**config.mk**
```make
export PLATFORM = sky130hd
export DESIGN_NAME = motor_command_line_parser
export DESIGN_NICKNAME = d
export VERILOG_FILES = /design/src/design/mclp_pkg.sv /design/src/design/mclp_line_buf.sv /design/src/design/mclp_decode.sv /design/src/design/motor_command_line_parser.sv
export SDC_FILE = /design/constraint.sdc
export NUM_CORES = 1
export LEC_CHECK = 0
export BUFFER_PORTS_ARGS = -buffer_cell sky130_fd_sc_hd__clkbuf_2
export CORE_MARGIN = 5
export CORE_UTILIZATION = 42
export CTS_BUF_LIST = sky130_fd_sc_hd__clkbuf_4 sky130_fd_sc_hd__clkbuf_8 sky130_fd_sc_hd__clkbuf_16
export DETAILED_ROUTE_END_ITERATION = 10
export GPL_ROUTABILITY_DRIVEN = 0
export GPL_TIMING_DRIVEN = 0
export PLACE_DENSITY = 0.64
export SETUP_SLACK_MARGIN = 0.05
export SLEW_MARGIN = 20
export SYNTH_ARGS = -nofsm -noshare
export SYNTH_HDL_FRONTEND = slang
export SYNTH_SLANG_ARGS = --single-unit
```
**constraint.sdc**
```tcl
create_clock -name clk -period 21.2 [get_ports clk]
set_input_delay 1.06 -clock clk [delete_from_list [all_inputs] [get_ports clk]]
set_output_delay 1.06 -clock clk [all_outputs]
set_load 0.02 [all_outputs]
```
**src/design/mclp_pkg.sv**
```systemverilog
// shared types, constants and match helpers for the motor command line parser
// used by every module of the block; no dependencies
package mclp_pkg;

  localparam int LINE_DEPTH_DEF = 16;
  // longest command, TEMPLIMIT:ddd.d
  localparam int CMD_LEN_MAX    = 15;
  localparam int TEXT_IDX_W     = $clog2(CMD_LEN_MAX);
  localparam int PAT_W          = CMD_LEN_MAX * 8;

  localparam logic [7:0] BYTE_CR    = 8'd13;
  localparam logic [7:0] CHAR_DIGIT = "#";

  // step count = deg * 12 / 45 = floor(deg * 4 * 4370 / 2^16) for deg < 1000
  localparam logic [14:0] STEP_RECIP = 15'd17480;
  localparam int          STEP_SHIFT = 16;

  typedef enum logic [2:0] {
    CMD_NONE      = 3'd0,
    CMD_RPS       = 3'd1,
    CMD_DIR       = 3'd2,
    CMD_MOTOR_ON  = 3'd3,
    CMD_MOTOR_OFF = 3'd4,
    CMD_STEP      = 3'd5,
    CMD_TEMP      = 3'd6
  } cmd_t;

  // patterns padded with spaces, first character in the top byte
  localparam logic [PAT_W-1:0] PAT_RPS      = "RPS:##.#       ";
  localparam logic [PAT_W-1:0] PAT_DIR_CW   = "DIR:CW         ";
  localparam logic [PAT_W-1:0] PAT_DIR_CCW  = "DIR:CCW        ";
  localparam logic [PAT_W-1:0] PAT_MOTOR_ON = "MOTOR:ON       ";
  localparam logic [PAT_W-1:0] PAT_MOTOR_OF = "MOTOR:OFF      ";
  localparam logic [PAT_W-1:0] PAT_STEP_CW  = "STEPCW:###     ";
  localparam logic [PAT_W-1:0] PAT_STEP_CCW = "STEPCCW:###    ";
  localparam logic [PAT_W-1:0] PAT_TEMP     = "TEMPLIMIT:###.#";

  typedef logic [CMD_LEN_MAX-1:0][7:0] text_t;

  // current line as seen by the decoder
  typedef struct packed {
    text_t                 text;
    logic [TEXT_IDX_W-1:0] len;
    logic                  fits;  // no overflow and length within CMD_LEN_MAX
  } line_t;

  // decoder verdict for the buffered line
  typedef struct packed {
    cmd_t        cmd;
    logic [13:0] val;
    logic [8:0]  steps;
    logic        rps;
    logic        dir_cw;
    logic        dir_ccw;
    logic        motor_on;
    logic        motor_stop;
    logic        step_cw;
    logic        step_ccw;
    logic        temp;
  } dec_t;

  function automatic logic is_digit(logic [7:0] b);
    is_digit = (b >= "0") && (b <= "9");
  endfunction

  function automatic logic line_match(line_t ln, logic [PAT_W-1:0] pat,
                                      logic [TEXT_IDX_W-1:0] plen);
    logic       ok;
    logic [7:0] pc;
    ok = ln.fits && (ln.len == plen);
    for (int i = 0; i < CMD_LEN_MAX; i++) begin
      pc = pat[(CMD_LEN_MAX-1-i)*8 +: 8];
      if (TEXT_IDX_W'(i) < plen) begin
        if (pc == CHAR_DIGIT) begin
          ok = ok && is_digit(ln.text[i]);
        end else begin
          ok = ok && (ln.text[i] == pc);
        end
      end
    end
    line_match = ok;
  endfunction

endpackage

```
**src/design/mclp_line_buf.sv**
```systemverilog
// line buffer: collects received bytes until carriage return, tracks length and overflow
// depends on mclp_pkg
module mclp_line_buf #(
  parameter int LINE_DEPTH = mclp_pkg::LINE_DEPTH_DEF
) (
  input  logic            clk,
  input  logic            rst_n,
  input  logic            wr_en,    // accepted byte that is not a carriage return
  input  logic [7:0]      wr_byte,
  input  logic            clr,      // accepted carriage return
  output mclp_pkg::line_t line
);

  localparam int LEN_W = $clog2(LINE_DEPTH + 1);

  mclp_pkg::text_t text_r;
  logic [LEN_W-1:0] len_r, len_nxt;
  logic             ovf_r, ovf_nxt;

  // only the first CMD_LEN_MAX bytes can ever match a command
  always_ff @(posedge clk) begin
    if (wr_en && (len_r < LEN_W'(mclp_pkg::CMD_LEN_MAX))) begin
      text_r[len_r[mclp_pkg::TEXT_IDX_W-1:0]] <= wr_byte;
    end
  end

  always_comb begin
    len_nxt = len_r;
    ovf_nxt = ovf_r;
    priority if (clr) begin
      len_nxt = '0;
      ovf_nxt = 1'b0;
    end else if (wr_en) begin
      if (len_r < LEN_W'(LINE_DEPTH)) begin
        len_nxt = len_r + LEN_W'(1);
      end else begin
        ovf_nxt = 1'b1;
      end
    end else begin
      len_nxt = len_r;
    end
  end

  always_ff @(posedge clk) begin
    if (!rst_n) begin
      len_r <= '0;
      ovf_r <= 1'b0;
    end else begin
      len_r <= len_nxt;
      ovf_r <= ovf_nxt;
    end
  end

  assign line.text = text_r;
  assign line.len  = len_r[mclp_pkg::TEXT_IDX_W-1:0];
  assign line.fits = !ovf_r && (len_r <= LEN_W'(mclp_pkg::CMD_LEN_MAX));

endmodule

```
**src/design/mclp_decode.sv**
```systemverilog
// command decoder: matches the buffered line against the command set and
// converts the decimal fields; depends on mclp_pkg
module mclp_decode (
  input  mclp_pkg::line_t line,
  output mclp_pkg::dec_t  dec
);

  logic        m_rps, m_cw, m_ccw, m_on, m_off, m_scw, m_sccw, m_temp;
  logic [3:0]  dh, dt, du;
  logic [9:0]  rps_val, deg;
  logic [13:0] temp_val;
  logic [24:0] step_prod;

  assign m_rps  = mclp_pkg::line_match(line, mclp_pkg::PAT_RPS,      4'd8);
  assign m_cw   = mclp_pkg::line_match(line, mclp_pkg::PAT_DIR_CW,   4'd6);
  assign m_ccw  = mclp_pkg::line_match(line, mclp_pkg::PAT_DIR_CCW,  4'd7);
  assign m_on   = mclp_pkg::line_match(line, mclp_pkg::PAT_MOTOR_ON, 4'd8);
  assign m_off  = mclp_pkg::line_match(line, mclp_pkg::PAT_MOTOR_OF, 4'd9);
  assign m_scw  = mclp_pkg::line_match(line, mclp_pkg::PAT_STEP_CW,  4'd10);
  assign m_sccw = mclp_pkg::line_match(line, mclp_pkg::PAT_STEP_CCW, 4'd11);
  assign m_temp = mclp_pkg::line_match(line, mclp_pkg::PAT_TEMP,     4'd15);

  // ascii digits carry their value in the low nibble
  assign rps_val = 10'(line.text[4][3:0]) * 10'd100 + 10'(line.text[5][3:0]) * 10'd10
                 + 10'(line.text[7][3:0]);

  assign temp_val = 14'(line.text[10][3:0]) * 14'd1000 + 14'(line.text[11][3:0]) * 14'd100
                  + 14'(line.text[12][3:0]) * 14'd10 + 14'(line.text[14][3:0]);

  // degree digits start one place later for the counterclockwise form
  assign dh = m_sccw ? line.text[8][3:0]  : line.text[7][3:0];
  assign dt = m_sccw ? line.text[9][3:0]  : line.text[8][3:0];
  assign du = m_sccw ? line.text[10][3:0] : line.text[9][3:0];

  assign deg       = 10'(dh) * 10'd100 + 10'(dt) * 10'd10 + 10'(du);
  assign step_prod = 25'(deg) * 25'(mclp_pkg::STEP_RECIP);

  always_comb begin
    dec            = '0;
    dec.rps        = m_rps;
    dec.dir_cw     = m_cw;
    dec.dir_ccw    = m_ccw;
    dec.motor_on   = m_on;
    dec.motor_stop = m_off;
    dec.step_cw    = m_scw;
    dec.step_ccw   = m_sccw;
    dec.temp       = m_temp;
    dec.steps      = step_prod[mclp_pkg::STEP_SHIFT +: 9];
    priority if (m_rps) begin
      dec.cmd = mclp_pkg::CMD_RPS;
      dec.val = 14'(rps_val);
    end else if (m_cw || m_ccw) begin
      dec.cmd = mclp_pkg::CMD_DIR;
    end else if (m_on) begin
      dec.cmd = mclp_pkg::CMD_MOTOR_ON;
    end else if (m_off) begin
      dec.cmd = mclp_pkg::CMD_MOTOR_OFF;
    end else if (m_scw || m_sccw) begin
      dec.cmd = mclp_pkg::CMD_STEP;
      dec.val = 14'(deg);
    end else if (m_temp) begin
      dec.cmd = mclp_pkg::CMD_TEMP;
      dec.val = temp_val;
    end else begin
      dec.cmd = mclp_pkg::CMD_NONE;
      dec.val = '0;
    end
  end

endmodule

```
**src/design/motor_command_line_parser.sv**
```systemverilog
// top level of the motor command line parser: handshake, motor state and result register
// depends on mclp_pkg, mclp_line_buf and mclp_decode
//
// Takes one received byte per request on the in_ stream, one per clock when the
// out_ side keeps up. Bytes other than carriage return only fill the line buffer
// and produce nothing. A carriage return is decoded in the same cycle straight
// from the line buffer registers and its single result sits in the out_ register
// from the next cycle on. The input is stalled only while a finished result is
// held by out_tready low; a line is rejected (accepted bit 0, command 0) when it
// is malformed, unknown or longer than LINE_DEPTH bytes, and then leaves the
// motor state untouched.
module motor_command_line_parser #(
  parameter int LINE_DEPTH = mclp_pkg::LINE_DEPTH_DEF
) (
  input  logic        clk,
  input  logic        rst_n,
  input  logic        in_tvalid,
  output logic        in_tready,
  input  logic [7:0]  in_tdata,   // [7:0] line_byte
  output logic        out_tvalid,
  input  logic        out_tready,
  output logic [47:0] out_tdata,  // accepted, parsed_value, step_count, turn_direction,
                                  // motor_running, motor_start, step_pending, rate_set,
                                  // show_default_rate, temp_ceiling, zero pad
  output logic [2:0]  out_tuser   // [2:0] command
);

  mclp_pkg::line_t line;
  mclp_pkg::dec_t  dec;

  logic in_acc, is_cr, cr_acc;

  logic       dir_r, dir_nxt;
  logic       motor_r, motor_nxt;
  logic       stepf_r, stepf_nxt;
  logic       ratef_r, ratef_nxt;
  logic       dflt_r, dflt_nxt;
  logic [8:0]  steps_r, steps_nxt;
  logic [13:0] temp_r, temp_nxt;

  logic        out_valid_r, out_valid_nxt;
  logic [47:0] out_data_r, out_data_nxt;
  logic [2:0]  out_user_r;

  assign in_tready = !out_valid_r || out_tready;
  assign in_acc    = in_tvalid && in_tready;
  assign is_cr     = (in_tdata == mclp_pkg::BYTE_CR);
  assign cr_acc    = in_acc && is_cr;

  mclp_line_buf #(
    .LINE_DEPTH(LINE_DEPTH)
  ) u_line_buf (
    .clk    (clk),
    .rst_n  (rst_n),
    .wr_en  (in_acc && !is_cr),
    .wr_byte(in_tdata),
    .clr    (cr_acc),
    .line   (line)
  );

  mclp_decode u_decode (
    .line(line),
    .dec (dec)
  );

  always_comb begin
    dir_nxt   = dir_r;
    motor_nxt = motor_r;
    stepf_nxt = stepf_r;
    ratef_nxt = ratef_r;
    dflt_nxt  = dflt_r;
    steps_nxt = steps_r;
    temp_nxt  = temp_r;
    if (dec.rps) begin
      ratef_nxt = 1'b1;
      dflt_nxt  = 1'b0;
    end
    if (dec.dir_cw || dec.step_ccw) begin
      dir_nxt = 1'b0;
    end
    if (dec.dir_ccw || dec.step_cw) begin
      dir_nxt = 1'b1;
    end
    if (dec.motor_on) begin
      motor_nxt = 1'b1;
      dflt_nxt  = 1'b0;
    end
    if (dec.motor_stop) begin
      motor_nxt = 1'b0;
      dflt_nxt  = 1'b1;
    end
    if (dec.step_cw || dec.step_ccw) begin
      stepf_nxt = 1'b1;
      steps_nxt = dec.steps;
    end
    if (dec.temp) begin
      temp_nxt = dec.val;
    end
  end

  assign out_data_nxt = {4'b0, temp_nxt, dflt_nxt, ratef_nxt, stepf_nxt, dec.motor_on,
                         motor_nxt, dir_nxt, steps_nxt, dec.val,
                         (dec.cmd != mclp_pkg::CMD_NONE)};

  always_comb begin
    out_valid_nxt = out_valid_r;
    priority if (cr_acc) begin
      out_valid_nxt = 1'b1;
    end else if (out_tready) begin
      out_valid_nxt = 1'b0;
    end else begin
      out_valid_nxt = out_valid_r;
    end
  end

  always_ff @(posedge clk) begin
    if (!rst_n) begin
      dir_r       <= 1'b0;
      motor_r     <= 1'b0;
      stepf_r     <= 1'b0;
      ratef_r     <= 1'b0;
      dflt_r      <= 1'b1;
      steps_r     <= '0;
      temp_r      <= '0;
      out_valid_r <= 1'b0;
    end else begin
      out_valid_r <= out_valid_nxt;
      if (cr_acc) begin
        dir_r   <= dir_nxt;
        motor_r <= motor_nxt;
        stepf_r <= stepf_nxt;
        ratef_r <= ratef_nxt;
        dflt_r  <= dflt_nxt;
        steps_r <= steps_nxt;
        temp_r  <= temp_nxt;
      end
    end
  end

  always_ff @(posedge clk) begin
    if (cr_acc) begin
      out_data_r <= out_data_nxt;
      out_user_r <= dec.cmd;
    end
  end

  assign out_tvalid = out_valid_r;
  assign out_tdata  = out_data_r;
  assign out_tuser  = out_user_r;

endmodule

```
**Word level (Yosys, flattened, before mapping)**

Index checks and enable logic that the tools add are counted.
Widths: inputs -> output; s select.

- Register bits: 202
- Logic and storage cells: 251

- $add $sub $neg: 8
- Bitwise operators: 2
- Equal/unequal tests: 46
- Multiplexer cells: 28
- Multipliers: 8
- Order comparisons: 23
- Reduce and logical (&&, ||, !) cells: 109

Operators by type and width:

| kind | number |
|---|---|
| $eq 8x7->1 const B | 31 |
| $bwmux 120 | 1 |
| $logic_and 1x1->1 | 96 |
| $ge 8x6->1 const B | 9 |
| $le 8x6->1 const B | 9 |
| $eq 8x6->1 const B | 7 |
| $mux 14 | 4 |
| $mux 17 | 3 |
| $demux 8 s4 | 1 |
| $mul 10x12->22 const B | 1 |
| $mul 4x3->7 const B | 3 |
| $add 10x4->10 | 2 |
| $add 10x8->10 | 2 |
| $eq 4x4->1 const B | 5 |
| $mul 4x5->8 const B | 2 |
| $add 14x11->14 | 1 |
| $add 14x4->14 | 1 |
| $add 14x8->14 | 1 |
| $mux 4 | 3 |
| $mul 4x7->11 const B | 1 |
| $mux 1 | 11 |
| $mul 4x5->9 const B | 1 |
| $mux 3 | 3 |
| $mux 9 | 1 |
| other kinds (16) | 25 |

**Logic depth before layout (Yosys ltp)**

- Depth in word-level cells: 25
- Mapped depth: 37
- Depth with buffers taken out: 36

**By module**

From an unflattened synthesis, not the netlist that was laid out.

- Cells, all modules: 1,030
- Area, all modules: 12,284.3 µm²

By module, submodules not included:

| module | instances | cells an instance | area each (µm²) |
|---|---|---|---|
| mclp_decode | 1 | 630 | 5,190.0 |
| mclp_line_buf | 1 | 180 | 4,083.9 |
| motor_command_line_parser | 1 | 220 | 3,010.4 |

**Worst setup path after synthesis**

Ideal clock, no wire load.

- Path type: flip-flop to flip-flop
- Start: reg u_line_buf.text_r, in the netlist u_line_buf.line[87]
- End: reg out_data_r[20], in the netlist out_tdata[20] (data pin)
- Setup slack: 13.241 ns
- Cell stages (with the launch flop): 36
- Period minus slack after synthesis: 7.959 ns
- Buffers on the path: 1
- Data arrival time: 7.706 ns
- Cells stage by stage: edfxtp_1 -> inv_1 -> ha_1 -> a211oi_1 -> nand4b_1 -> nor4_2 -> and3_1 -> buf_4 -> mux2_2 -> ha_1 -> ha_1 -> ha_1 -> ha_1 -> ha_1 -> inv_1 -> o21bai_1 -> a2111o_1 -> nand2_1 -> xnor2_1 -> ha_1 -> inv_1 -> fa_1 -> inv_1 -> ha_1 -> inv_1 -> fa_1 -> inv_1 -> ha_1 -> a21o_1 -> a21oi_1 -> nand3b_1 -> a41oi_1 -> a211oi_2 -> or4_1 -> nand3_1 -> nand2_1

- Longest elaborated chain between the ends: 9
- Elaborated cells on any way between the ends: 14

RTL lines:

| element | RTL line | source |
|---|---|---|
| from (decl) | mclp_line_buf.sv:16 | `mclp_pkg::text_t text_r;` |
| from (signal, indexed assignment) | mclp_line_buf.sv:23 | `text_r[len_r[mclp_pkg::TEXT_IDX_W-1:0]] <= wr_byte;` |
| $ge 8x6->1 or $le 8x6->1 (tied branches) | mclp_pkg.sv:63 | `is_digit = (b >= "0") && (b <= "9");` |
| $logic_and 1x1->1 | mclp_pkg.sv:63 |  |
| $logic_and 1x1->1 | mclp_pkg.sv:75 | `ok = ok && is_digit(ln.text[i]);` |
| $mux 4 (on tied branches) | mclp_decode.sv:31, mclp_decode.sv:32 |  |
| $mul 4x5->8 or $mul 4x3->7 (tied branches) | mclp_decode.sv:35 | `assign deg = 10'(dh) * 10'd100 + 10'(dt) * 10'd10 + 10'(du);` |
| $add 10x8->10 | mclp_decode.sv:35 |  |
| $add 10x4->10 | mclp_decode.sv:35 |  |
| $mul 10x12->22 | mclp_decode.sv:36 | `assign step_prod = 25'(deg) * 25'(mclp_pkg::STEP_RECIP);` |
| $mux 9 * | motor_command_line_parser.sv:92 | `if (dec.step_cw \|\| dec.step_ccw) begin` |
| net out_data_nxt[20] | motor_command_line_parser.sv:42 | `logic [47:0] out_data_r, out_data_nxt;` |
| to (signal assigned) | motor_command_line_parser.sv:142 | `out_data_r <= out_data_nxt;` |
| to (decl) | motor_command_line_parser.sv:42 |  |

The timed path passes the listed nets; every way through them passes the cells marked *.
A chain may end at the register's enable or synchronous reset.

**Worst setup path in the final report**

- Start: reg u_line_buf.text_r, in the netlist u_line_buf.line[87]
- End: reg out_data_r[19], in the netlist out_tdata[19] (data pin)

Same word-level chain as after synthesis.

==> results.tsv <==
stage	metric	value	unit
global_route	grt_first_pass_wirelength	47400	um
global_route	grt_max_degree	57	
clock_network	cts_setup_buffers	0	
setup_path	cp_slowest_stage_delay	580	ps
drt	dr_total_vias	8574	
synthesis	syn_area	12600	um^2
floorplanning	dieArea	33600	um^2
synthesis	synth_area_per_cell	11.6	um^2
timing	max_freq	0.106	GHz
setup_path	critPathKind	reg -> reg	
synthesis	synth_compound_area_frac	0.0930	
cells_and_area	num_antenna_cells	0	
setup_path	worstPathRequired	21450	ps
floorplanning	die_y	183	um
setup_path	worstPathMaxFanout	10	
synthesis	synthArstFlopShare	0	
placed_design	port_buffers	59	
cells_and_area	final_util	0.477	
drt	top_layer	met4	
clock_network	postCtsHoldBufs	0	
floorplanning	core_area	29600	um^2
drt	routed_wl	30200	um
clock_network	clock_latency	510	ps
synthesis	synth-seq-area-share	0.453	
drt	drt_iter0_markers	650	
drt	final_antenna_net_count	0	
outcome	outcome	completed	
cells_and_area	fill_cells	2772	
clock_network	clk_pin_slew_worst_paths	60	ps
cells_and_area	nets	1378	
pwr	netSwitchingPower	168	uW
timing	tightest_slew	964	ps
synthesis	yosys.area_share.simple	0.157	
synthesis	synthDistinctLibCells	86	
timing	timing.final.crit_share	0.443	
synthesis	synth-edff-count	167	
timing	rsz0062_at_grt	false	
timing	slew_headroom	0.355	
drt	wire_per_inst	19.1	um
pwr	clockPowerShare	0.441	
setup_path	crit_path_end_kind	flip-flop	
setup_path	critPathArrivalTime	9650	ps
clock_network	clockBufferDepth	3	
timing	finalSetupViolations	0	
setup_path	crit_slowest_cell	edfxtp_1	
min_path	hp-class	reg -> reg	
timing	period_minus_slack	9400	ps
placed_design	dpl.hpwl	23400	um
clock_network	cts_resized	0	
synthesis	synthAdderAreaFrac	0.208	
synthesis	synth_warnings	0	
floorplanning	io_pins	65	
job	drv_cap	0	
timing	finalHoldViolations	0	
drt	viasPerCell	5.42	
pwr	seq_power_share	0.532	
global_route	grt_pass1_vias	8614	
pwr	comb_power_share	0.027	
drt	wl_met2	14000	um
drt	firstDrtPassIters	4	
synthesis	synth_cells	1090	
clock_network	cts_buffers	22	
pwr	p_per_area	57.9	nW/um^2
pwr	peakVddDrop	0.0000691	V
clock_network	tritoncts	yes	
timing	fin_skew	15.9	ps
synthesis	synth_top_family_by_area	adder cells	
clock_network	htreeDepth	1	
pwr	p_int	649	uW
drt	wl_met3	1990	um
pwr	p_leak	0.00598	uW
pwr	switching_share	0.206	
clock_network	numClockSinks	202	
clock_network	root_buffer	clkbuf_16	
floorplanning	initial_utilization	0.426	
synthesis	ys.flop_type	edfxtp_1	
setup_path	start_kind	flip-flop	
cells_and_area	drive_above_1_share	0.129	
global_route	antenna_found_initial	0	
synthesis	ys_ff_latch	202	
floorplanning	rows	63	
floorplanning	dieWidth	183	um
timing	slew_violations	0	
synthesis	synth_xor_area_frac	0.0305	
timing	setup-tns-final	0	ps
global_route	grt.overflow.total	0	
global_route	track_usage	0.179	
cells_and_area	area_delta_synth_final	11.9	%
synthesis	synth_mux_area_frac	0.0163	
setup_path	path_common_cell	ha_1	
drt	wl_met1	13400	um
drt	drc_errors	0	
[synth_stat cells (7+ instances only)]
master / number / area share
o21ai_1: 7 / 0.0028
nand2_1: 62 / 0.018
a21o_1: 18 / 0.011
dfxtp_1: 35 / 0.055
mux2i_1: 7 / 0.0055
inv_1: 115 / 0.034
nor4bb_1: 7 / 0.0055
nand4_1: 20 / 0.0099
mux2_2: 12 / 0.011
o21bai_1: 8 / 0.0048
clkbuf_1: 10 / 0.0030
nand3_1: 24 / 0.0095
nand2b_1: 17 / 0.0084
fa_1: 33 / 0.052
o21ai_0: 25 / 0.0099
and2_1: 7 / 0.0035
nor2_1: 74 / 0.022
nor2b_1: 21 / 0.010
o211ai_1: 9 / 0.0054
a21oi_1: 41 / 0.016
ha_1: 157 / 0.16
xor2_1: 17 / 0.012
a211oi_1: 9 / 0.0054
edfxtp_1: 167 / 0.40
or3_1: 8 / 0.0040
nor3_1: 21 / 0.0083
nand4b_1: 7 / 0.0049
nor4_1: 11 / 0.0055
xnor2_1: 27 / 0.019
[cell type report]
class	instances	area, um^2	share of cell area
buffer	19	101	0.00717
clock buffer	28	596	0.0421
clock inverter	12	92.6	0.00655
inverter	115	432	0.0305
multi-input combinational	757	6410	0.454
sequential	202	5720	0.404
tap	390	488	0.0345
timing repair buffer	59	295	0.0209
[logic make-up after synthesis]
kind of cell | Yosys count
and+or+nand+nor | 334
DFF | 202
adders and majority gates | 190
AOI/OAI and AO/OA | 166
buffers and inverters | 134
xor gates and xnor gates | 44
muxes | 19
other | 1
[worst max-delay path, delay by kind of cell, from the launching register on]
family	cells	cell delay, ps
flops	1	580
fa+ha+maj	11	3210
simple gates	6	1370
buf+inv	8	730
xor+xnor	1	500
compound gates	9	2450
mux	1	290
[sequential cells by signal, indices dropped and copies added, names as in the netlist]
signal,cells
out_tuser,3
u_line_buf.line,120
stepf_r,1
dflt_r,1
u_line_buf.ovf_r,1
ratef_r,1
dir_r,1
out_tdata,44
temp_r,14
steps_r,9
u_line_buf.len_r,5
out_tvalid,1
motor_r,1
[metrics by stage]
| step | hold WS (ps) | power (uW) | instance area (um^2) | setup WS (ps) | std cells |
|---|---|---|---|---|---|
| final | 452 | 818 | 14100 | 11800 | 1582 |
| after global routing | 482 | 843 | 14100 | 11130 | 1582 |
| after CTS | 452 | 824 | 14100 | 11820 | 1582 |
| after detailed placement | 444 | 465 | 13400 | 11870 | 1542 |
| after global placement | 438 | 465 | 13400 | 11980 | 1542 |
| after floorplan | 429 | 454 | 12600 | 13240 | 1093 |
[cell usage in the layout, fill, tap and decap left out, drive strengths merged, types with 9 or more instances in the layout]
| master | n |
|---|---|
| ha | 157 |
| buf | 9 |
| clkinv | 10 |
| nand3 | 25 |
| edfxtp | 167 |
| mux2 | 12 |
| a21o | 18 |
| xnor2 | 27 |
| nand2b | 18 |
| xor2 | 17 |
| o211ai | 10 |
| a21oi | 41 |
| clkbuf | 97 |
| inv | 115 |
| a211oi | 12 |
| nor4 | 18 |
| nor2 | 75 |
| nand2 | 62 |
| nand4 | 22 |
| dfxtp | 35 |
| nor2b | 21 |
| o21ai | 32 |
| fa | 33 |
| nor3 | 22 |
[routing by layer]
metal	up-vias	global-route usage
met5	-	0
met4	0	0.0423
met3	48	0.0280
met2	264	0.299
met1	4113	0.245
li1	4149	-
[worst paths after layout]
| check | from | end | slack (ps) | cells after the start |
|---|---|---|---|---|
| setup / recovery | u_line_buf.line[87]$_DFFE_PP_ | out_tdata[19]$_DFFE_PP_ | 11800 | 36 |
| setup reg to reg | u_line_buf.line[87]$_DFFE_PP_ | out_tdata[19]$_DFFE_PP_ | 11800 | 36 |
| hold reg to reg | temp_r[12]$_SDFFE_PN0P_ | temp_r[12]$_SDFFE_PN0P_ | 450 | 2 |
| hold / removal | temp_r[12]$_SDFFE_PN0P_ | temp_r[12]$_SDFFE_PN0P_ | 450 | 2 |
[power by group through the flow]
stage	registers [uW]	clock network (uW)	logic [uW]
after global routing	435	385	23.8
after floorplan	442	0	11.4
after CTS	435	367	22.0
after detailed placement	443	0	21.9
after global placement	443	0	21.4
final	435	361	21.8
No activity file was read; power rests on OpenSTA's default activity.
